File: src/sv/cla_pkg.sv
`timescale 1ns / 1ps
// Shared types and constants for the CR/LF line assembler.
package cla_pkg;

  // Input beat opcodes
  typedef enum logic [2:0] {
    OP_BYTE  = 3'd0,
    OP_TICK  = 3'd1,
    OP_START = 3'd2,
    OP_READ  = 3'd3,
    OP_CLEAR = 3'd4
  } op_t;

  // Configuration register indexes
  typedef enum logic {
    CFG_LINE_SIZE = 1'b0,
    CFG_TIMEOUT   = 1'b1
  } cfg_idx_t;

  // Per-byte classification
  typedef enum logic [1:0] {
    CLS_MORE     = 2'd0,
    CLS_LINE_END = 2'd1,
    CLS_FULL     = 2'd2
  } byte_class_t;

  // Line read status
  typedef enum logic [1:0] {
    ST_NONE     = 2'd0,
    ST_PARTIAL  = 2'd1,
    ST_RECEIVED = 2'd2
  } line_status_t;

  localparam logic [7:0] CH_CR         = 8'h0D;
  localparam logic [7:0] CH_LF         = 8'h0A;
  localparam logic [8:0] MIN_LINE_SIZE = 9'd4;
  localparam logic [8:0] CRLF_LEN      = 9'd2;
  localparam logic [8:0] LINE_SIZE_RST = 9'd256;
  localparam int         NUM_LANES     = 3;

  typedef struct packed {
    logic [2:0] opcode;
    logic [7:0] rx_byte;
    logic [7:0] entry_index;
  } in_item_t;

  typedef struct packed {
    logic [1:0] line_status;
    logic       read_done;
    logic [1:0] byte_class;
    logic [8:0] fill_level;
    logic [7:0] read_data;
  } out_item_t;

  // One buffer write request
  typedef struct packed {
    logic       en;
    logic [8:0] pos;
    logic [7:0] data;
  } wr_lane_t;

endpackage

File: src/sv/crlf_line_assembler.sv
`timescale 1ns / 1ps
// Top level: serial byte line assembler with CR/LF detection and ms timeout.
//
// Usage:
//   in_*  : one beat per command (byte received, ms tick, start line read,
//           read entry, clear buffer). Accepted when in_valid && !in_stall.
//   out_* : exactly one result beat per command, in order: line status,
//           read done, byte class, fill level and, for a read, the stored byte.
//   cfg_* : register writes (0 line size, 1 timeout in ms); cfg_ready is
//           always high, so a write lands on any cycle with cfg_valid.
//           Write only while no command is in flight.
// The result is registered and appears the cycle after acceptance.
// One command per cycle while in_stall is low; every state update is done
// in the accepting cycle and the buffer banks take up to three writes at once.
// A read of an entry uses the registered bank output, ready with the result.
// When out_stall holds a waiting result, in_stall rises and no new command
// is taken until that result leaves. Reset clears fill level, pending CR,
// read status and timer and sets line size to 256; buffer contents are not
// cleared and only positions below the fill level are ever read back.
module crlf_line_assembler import cla_pkg::*; #(
  parameter int BUFFER_DEPTH = 256
) (
  input  logic      clk,
  input  logic      rst_n,
  // command channel
  input  logic      in_valid,
  output logic      in_stall,
  input  in_item_t  in_data,
  // result channel
  output logic      out_valid,
  input  logic      out_stall,
  output out_item_t out_data,
  // configuration channel
  input  logic      cfg_valid,
  output logic      cfg_ready,
  input  logic      cfg_index,
  input  logic [15:0] cfg_wdata
);

  localparam logic [8:0] SIZE_CAP = (BUFFER_DEPTH > 511) ? 9'd511 : 9'(BUFFER_DEPTH);

  // configuration
  logic [8:0]  line_size_r;
  logic [15:0] timeout_r;

  // line state
  logic [8:0]  fp_r, fp_nxt;
  logic        cr_r, cr_nxt;
  logic [15:0] el_r, el_nxt;
  logic [1:0]  st_r, st_nxt;
  logic        fin_r, fin_nxt;

  // output stage
  logic        out_valid_r;
  logic [1:0]  o_status_r;
  logic        o_done_r;
  logic [1:0]  o_class_r;
  logic [8:0]  o_fill_r;
  logic        o_hit_r;

  logic        accept;
  logic [8:0]  eff_size;
  logic [8:0]  size_m2;
  logic [1:0]  cls;
  logic        rd_en;
  logic        rd_hit;
  logic [7:0]  rd_byte;
  wr_lane_t    lane_a;
  logic        app_en;
  logic [8:0]  app_pos;
  wr_lane_t [NUM_LANES-1:0] lanes;

  assign cfg_ready = 1'b1;
  assign in_stall  = out_valid_r && out_stall;
  assign accept    = in_valid && !in_stall;

  // Effective line size clamped to [4, depth], capped at 511
  always_comb begin
    if (line_size_r < MIN_LINE_SIZE) begin
      eff_size = MIN_LINE_SIZE;
    end else if (line_size_r > SIZE_CAP) begin
      eff_size = SIZE_CAP;
    end else begin
      eff_size = line_size_r;
    end
  end
  assign size_m2 = eff_size - CRLF_LEN;

  // Command decode and next state
  always_comb begin
    logic       chk_en;
    logic [8:0] fp_chk;
    logic [8:0] fp_inc;
    logic [15:0] el_inc;
    fp_nxt  = fp_r;
    cr_nxt  = cr_r;
    el_nxt  = el_r;
    st_nxt  = st_r;
    fin_nxt = fin_r;
    cls     = CLS_MORE;
    lane_a  = '0;
    app_en  = 1'b0;
    app_pos = fp_r;
    chk_en  = 1'b0;
    fp_chk  = fp_r;
    fp_inc  = fp_r + 9'd1;
    el_inc  = (el_r != 16'hFFFF) ? el_r + 16'd1 : el_r;
    if (accept) begin
      unique case (in_data.opcode)
        OP_BYTE: begin
          if (cr_r) begin
            cr_nxt = 1'b0;
            if (in_data.rx_byte == CH_LF) begin
              cls = CLS_LINE_END;
              if (fp_r < eff_size) begin
                lane_a.en   = 1'b1;
                lane_a.pos  = fp_r;
                lane_a.data = CH_LF;
                fp_nxt      = fp_inc;
              end
            end else begin
              // overwrite the pending CR
              lane_a.en   = 1'b1;
              lane_a.pos  = fp_r - 9'd1;
              lane_a.data = in_data.rx_byte;
              chk_en      = 1'b1;
              fp_chk      = fp_r;
            end
          end else if (fp_r >= size_m2) begin
            cls = CLS_FULL;
          end else begin
            lane_a.en   = 1'b1;
            lane_a.pos  = fp_r;
            lane_a.data = in_data.rx_byte;
            fp_nxt      = fp_inc;
            if (in_data.rx_byte == CH_CR) begin
              cr_nxt = 1'b1;
            end else begin
              chk_en = 1'b1;
              fp_chk = fp_inc;
            end
          end
          // full check: append CR LF at size minus two
          if (chk_en) begin
            if (fp_chk == size_m2) begin
              app_en  = 1'b1;
              app_pos = fp_chk;
              fp_nxt  = fp_chk + CRLF_LEN;
              cls     = CLS_FULL;
            end else if (fp_chk > size_m2) begin
              cls = CLS_FULL;
            end
          end
          if (!fin_r) begin
            st_nxt = ST_PARTIAL;
            if (cls != CLS_MORE) begin
              st_nxt  = ST_RECEIVED;
              fin_nxt = 1'b1;
            end
          end
        end
        OP_TICK: begin
          if (!fin_r) begin
            el_nxt = el_inc;
            if ((timeout_r != '0) && (el_inc >= timeout_r)) begin
              fin_nxt = 1'b1;
            end
          end
        end
        OP_START: begin
          el_nxt  = '0;
          st_nxt  = ST_NONE;
          fin_nxt = 1'b0;
        end
        OP_CLEAR: begin
          fp_nxt = '0;
          cr_nxt = 1'b0;
        end
        default: begin
        end
      endcase
    end
  end

  // Buffer write lanes: stored byte, appended CR, appended LF
  always_comb begin
    lanes[0]      = lane_a;
    lanes[1].en   = app_en;
    lanes[1].pos  = app_pos;
    lanes[1].data = CH_CR;
    lanes[2].en   = app_en;
    lanes[2].pos  = app_pos + 9'd1;
    lanes[2].data = CH_LF;
  end

  // Entry read
  assign rd_en  = accept && (in_data.opcode == OP_READ);
  assign rd_hit = ({1'b0, in_data.entry_index} < fp_r) &&
                  (32'(in_data.entry_index) < BUFFER_DEPTH);

  cla_line_mem #(
    .BUFFER_DEPTH (BUFFER_DEPTH)
  ) u_mem (
    .clk      (clk),
    .wr_lanes (lanes),
    .rd_en    (rd_en),
    .rd_index (in_data.entry_index),
    .rd_byte  (rd_byte)
  );

  // Configuration registers
  always_ff @(posedge clk) begin
    if (!rst_n) begin
      line_size_r <= LINE_SIZE_RST;
      timeout_r   <= '0;
    end else if (cfg_valid && cfg_ready) begin
      unique case (cfg_index)
        CFG_LINE_SIZE: line_size_r <= cfg_wdata[8:0];
        CFG_TIMEOUT:   timeout_r   <= cfg_wdata;
        default:       line_size_r <= line_size_r;
      endcase
    end
  end

  // Line state registers
  always_ff @(posedge clk) begin
    if (!rst_n) begin
      fp_r  <= '0;
      cr_r  <= 1'b0;
      el_r  <= '0;
      st_r  <= ST_NONE;
      fin_r <= 1'b0;
    end else begin
      fp_r  <= fp_nxt;
      cr_r  <= cr_nxt;
      el_r  <= el_nxt;
      st_r  <= st_nxt;
      fin_r <= fin_nxt;
    end
  end

  // Output register
  always_ff @(posedge clk) begin
    if (!rst_n) begin
      out_valid_r <= 1'b0;
    end else if (accept) begin
      out_valid_r <= 1'b1;
    end else if (!out_stall) begin
      out_valid_r <= 1'b0;
    end
  end

  always_ff @(posedge clk) begin
    if (accept) begin
      o_status_r <= st_nxt;
      o_done_r   <= fin_nxt;
      o_class_r  <= cls;
      o_fill_r   <= fp_nxt;
      o_hit_r    <= rd_en && rd_hit;
    end
  end

  assign out_valid            = out_valid_r;
  assign out_data.line_status = o_status_r;
  assign out_data.read_done   = o_done_r;
  assign out_data.byte_class  = o_class_r;
  assign out_data.fill_level  = o_fill_r;
  assign out_data.read_data   = o_hit_r ? rd_byte : 8'd0;

`ifndef SYNTHESIS
  // a pending CR always has its byte stored
  a_cr_has_fill: assert property (@(posedge clk) disable iff (!rst_n)
    cr_r |-> (fp_r != '0))
    else $error("CR pending with empty buffer");

  // a finished read stays finished until a new read starts
  a_fin_holds: assert property (@(posedge clk) disable iff (!rst_n)
    (fin_r && !(accept && (in_data.opcode == OP_START))) |=> fin_r)
    else $error("finished dropped without start");

  // timer frozen once the read has ended
  a_timer_frozen: assert property (@(posedge clk) disable iff (!rst_n)
    (fin_r && !(accept && (in_data.opcode == OP_START))) |=> $stable(el_r))
    else $error("timer moved after read end");

  // a waiting result blocks new commands
  a_stall_back: assert property (@(posedge clk) disable iff (!rst_n)
    (out_valid_r && out_stall) |-> !accept)
    else $error("command accepted over a held result");
`endif

endmodule

File: src/sv/cla_line_mem.sv
`timescale 1ns / 1ps
// Line buffer: four interleaved single-write banks, one registered read port.
module cla_line_mem import cla_pkg::*; #(
  parameter int BUFFER_DEPTH = 256
) (
  input  logic                      clk,
  input  wr_lane_t [NUM_LANES-1:0]  wr_lanes,
  input  logic                      rd_en,
  input  logic [7:0]                rd_index,
  output logic [7:0]                rd_byte
);

  localparam int BANK_DEPTH = (BUFFER_DEPTH + 3) / 4;
  localparam int AW         = (BANK_DEPTH > 1) ? $clog2(BANK_DEPTH) : 1;

  logic [3:0]         bank_we;
  logic [3:0][AW-1:0] bank_waddr;
  logic [3:0][7:0]    bank_wdata;
  logic [3:0][7:0]    bank_q_r;
  logic [1:0]         sel_r;
  logic [AW-1:0]      raddr;
  logic [31:0]        raddr_wide;
  logic [7:0]         mem [4][BANK_DEPTH];

  // Route each lane to the bank given by its low position bits.
  // Three consecutive positions always land in three different banks.
  always_comb begin
    logic [31:0] waddr_wide;
    bank_we    = '0;
    bank_waddr = '0;
    bank_wdata = '0;
    waddr_wide = '0;
    for (int b = 0; b < 4; b++) begin
      for (int l = 0; l < NUM_LANES; l++) begin
        if (wr_lanes[l].en && (wr_lanes[l].pos[1:0] == 2'(b)) &&
            (32'(wr_lanes[l].pos) < BUFFER_DEPTH)) begin
          waddr_wide    = 32'(wr_lanes[l].pos[8:2]);
          bank_we[b]    = 1'b1;
          bank_waddr[b] = waddr_wide[AW-1:0];
          bank_wdata[b] = wr_lanes[l].data;
        end
      end
    end
  end

  assign raddr_wide = 32'(rd_index[7:2]);
  assign raddr      = raddr_wide[AW-1:0];

  // Bank storage; bank select follows the read data
  always_ff @(posedge clk) begin
    for (int b = 0; b < 4; b++) begin
      if (bank_we[b]) begin
        mem[b][bank_waddr[b]] <= bank_wdata[b];
      end
      if (rd_en) begin
        bank_q_r[b] <= mem[b][raddr];
      end
    end
    if (rd_en) begin
      sel_r <= rd_index[1:0];
    end
  end

  assign rd_byte = bank_q_r[sel_r];

endmodule
File: config.mk
export PLATFORM = sky130hd
export DESIGN_NAME = crlf_line_assembler
export DESIGN_NICKNAME = d
export VERILOG_FILES = /design/src/sv/cla_pkg.sv /design/src/sv/crlf_line_assembler.sv /design/src/sv/cla_line_mem.sv
export SDC_FILE = /design/constraint.sdc
export NUM_CORES = 2
export LEC_CHECK = 0
export BUFFER_PORTS_ARGS = -buffer_cell sky130_fd_sc_hd__buf_2
export CAP_MARGIN = 40
export CORE_MARGIN = 1
export CORE_UTILIZATION = 45
export DETAILED_ROUTE_END_ITERATION = 12
export SLEW_MARGIN = 0
export SYNTH_ARGS = -nofsm -noshare
export SYNTH_HDL_FRONTEND = slang
export SYNTH_SLANG_ARGS = --single-unit
File: constraint.sdc
create_clock -name clk -period 13.2 [get_ports clk]
set_input_delay 0 -clock clk [delete_from_list [all_inputs] [get_ports clk]]
set_output_delay 0 -clock clk [all_outputs]
set_load 0.02 [all_outputs]
==> impl_metrics.tcl <==
set metrics [dict create \
    power_density_nw_per_um2 141 \
    worst-r2r-setup-slack_ps 3630 \
    timing.critical_path.from "line_size_r[4]" \
    critical_path.reg2reg.startpoint "line_size_r[4]" \
    worst-path-max-fanout 16 \
    setup_viol 0 \
    fin_skew_ps 63.1 \
    commonest_cells_after_routing_fill_and_taps_aside "sky130_fd_sc_hd__edfxtp_1, sky130_fd_sc_hd__mux4_2, sky130_fd_sc_hd__nor2_1" \
    worstHoldPathType "in2reg" \
    mostFrequentLayoutCell "sky130_fd_sc_hd__edfxtp_1" \
    vias_in_the_first_global_route 44049 \
    syn_area_per_cell_um2 20.5 \
    slew_headroom_pct 30.2 \
    intPower_mw 11.2 \
    routedWlPerCell_um 29.6 \
    switching_share_pct 20.3 \
    critPathMaxStageDelay_ps 800 \
    final.setup.tns_ps 0 \
    critPathSlowestCell "sky130_fd_sc_hd__nor3_2" \
    start_util_pct 45.3 \
    dieWidth_um 442 \
    netlist_instances 4256 \
    groute.layer.met1.usage_pct 31.7 \
    period_minus_slack_ps 9570 \
    fill_cells 15042 \
    min-delay-start "in_data[6]" \
    vias_per_cell 6.01 \
    grt_pass1_wl_mm 314 \
    rsz0062_at_grt "false" \
    startpoint_type "flip-flop" \
    grt.busiest_layer "met2" \
    drt-total-wl_mm 215 \
    outcome "finished clean" \
    count_of_final_max_slew_check_failures 0 \
    static-leakage-power_nw 33.0 \
    postCtsSetupRepairBufs 0 \
    nNetsFinal 4664 \
    synth.cell_area_um2 87200 \
    critical_path_class "reg2reg" \
    cts_made_buffers 212 \
    power.share.sequential_pct 52.7 \
    synth_fp_nets 4349 \
    clkSinkCount 2152 \
    hold_fails_final_rpt 0 \
    crit_arrival_ps 10030 \
    die_footprint_um2 196000 \
    yosys_register_bits 2152 \
    timing.hold.ws_ps 83.3 \
    clock_path_buffers 3 \
    number_of_enable_type_register_cells_in_the_synthesized_netlist 2097 \
    grt-ovfl-total 0 \
    cts-root-buf "sky130_fd_sc_hd__clkbuf_16" \
    htree_num_levels 4 \
    drt_drc_violations_left 0 \
    synth_ff_type "sky130_fd_sc_hd__edfxtp_1" \
    groute.layer.met2.usage_pct 34.9 \
    timing.critical_path.mode_cell "sky130_fd_sc_hd__nor2_1" \
    dp_hpwl_mm 135 \
    drt-pass1-iter-count 8 \
    multi_input_comb_area_um2 22400 \
    syn2layout_area_growth_pct 14.4 \
    detailedRoute.firstIterationViolations 4953 \
    ys_seq_area_share_pct 73.5 \
    max_cap_violations 0 \
    post_route_cells_drive_above_1_share_pct 28.0 \
    yosys_warnings 0 \
    min_period_over_period_pct 72.5 \
    place.gp.congestion 0.924 \
    share_comb_of_total_power_pct 2.6 \
    track_usage_pct 22.1 \
    timing.critical_path.to_type "flip-flop" \
    critical_path_required_ps 13670 \
    met3_usage_pct 3.88 \
    clock_insertion_delay_worst_skew_ps 870 \
    vias 43785 \
    antenna_found_initial 2 \
    max_freq_mhz 105 \
    placement_rows 161 \
    grt_start_max_net_pins 130 \
    power_frac_clock_pct 44.7 \
    proportion_of_register_bits_with_asynchronous_set_or_reset_after_synthesis_pct 0 \
    cts_tree "yes" \
    area.sequential_um2 64100 \
    ios 66 \
    power.ir.vdd_worst_mv 0.154 \
    port_buffer_count 64 \
    drt.antenna.violating_nets 0 \
    switching_power_mw 2.85 \
    cts.reportedPaths.clkPinSlew_ps 70 \
    worstMarginPinSlew_ps 1050 \
    ys_types 89 \
    design.core.area_um2 193000 \
    die_height_um 442 \
]
[cells by family after synthesis]
family                   share of synthesized area [%]
flip-flops                                        73.5
XOR/XNOR                                         0.231
adder cells (fa/ha/maj)                          0.746
AND/OR/NAND/NOR                                   4.14
AO/OA/AOI/OAI                                     2.38
other                                          0.00430
multiplexers                                      17.8
buffers and inverters                             1.18
[critical path: cells and delay by family (launching register included)]
family / cells / cell delay, ps
fa+ha+maj: 3 / 980
simple gates: 13 / 4990
flops: 1 / 380
buf+inv: 3 / 690
compound gates: 9 / 2090
[synthesized netlist by cell type, types with 33 or more instances]
master                     count  share of area (%)
sky130_fd_sc_hd__a21oi_1      58               0.33
sky130_fd_sc_hd__and2_1       33               0.24
sky130_fd_sc_hd__buf_1        54               0.23
sky130_fd_sc_hd__clkbuf_1    149               0.64
sky130_fd_sc_hd__dfxtp_1      55                1.3
sky130_fd_sc_hd__edfxtp_1   2097                 72
sky130_fd_sc_hd__ha_1         52               0.75
sky130_fd_sc_hd__mux4_2      674                 17
sky130_fd_sc_hd__nand2_1     155               0.67
sky130_fd_sc_hd__nand3_1      49               0.28
sky130_fd_sc_hd__nor2_1      283                1.2
sky130_fd_sc_hd__nor3_1       70               0.40
sky130_fd_sc_hd__o21ai_0      70               0.40
[final timing paths]
check | to | cells past startpoint
setup / recovery | u_mem.mem[1][253] | 28
hold / removal | u_mem.bank_q_r[17] | 3
hold reg to reg | timeout_r[6] | 2
setup reg to reg | u_mem.mem[1][253] | 28
[sequential cells by signal (all words and copies together), names as in the netlist]
signal / flops
o_status_r: 2
u_mem.sel_r: 2
cr_r: 1
line_size_r: 9
o_done_r: 1
fp_r: 9
el_r: 16
o_hit_r: 1
o_class_r: 2
o_fill_r: 9
u_mem.mem: 2048
u_mem.bank_q_r: 32
st_r: 2
fin_r: 1
timeout_r: 16
out_valid: 1
[repair_timing]
action,4_1_cts,5_1_grt
hold buffers,85,0
resized for setup,0,0
hold endpoints to repair,112,0
[layout make-up]
type,instances,area share [%]
multi-input cells,1847,22.5
clock inverters,144,1.84
repair buffers,324,2.69
inverters,34,0.128
clock buffers,251,5.51
flip-flops and latches,2152,64.2
well taps,2526,3.17
diodes,2,0.00501
[power by group through the flow]
stage,Combinational (mW),Sequential [mW],Clock [mW]
floorplan,0.237,7.54,0
global placement,0.339,7.54,0
detailed placement,0.348,7.54,0
CTS,0.366,7.39,6.37
global route,0.384,7.39,6.62
finish,0.360,7.40,6.27
[per-layer routing]
layer | vias up | wire [um]
li1 | 18448 | -
met1 | 23361 | 91700
met2 | 1682 | 104000
met3 | 294 | 14400
met4 | 0 | 5650
met5 | - | 0
[through the flow]
stage / std cells / utilization (%) / setup slack [ps] / power [mW] / instance area (um2)
CTS: 7276 / 51.8 / 3810 / 14.1 / 99800
global placement: 6711 / 47.2 / 3850 / 7.88 / 90800
detailed placement: 6796 / 47.6 / 3910 / 7.89 / 91600
finish: 7280 / 51.8 / 3630 / 14.0 / 99800
global route: 7279 / 51.8 / 3140 / 14.4 / 99800
floorplan: 4256 / - / 4580 / 7.78 / 87200
(Power assumes the default switching activity.)
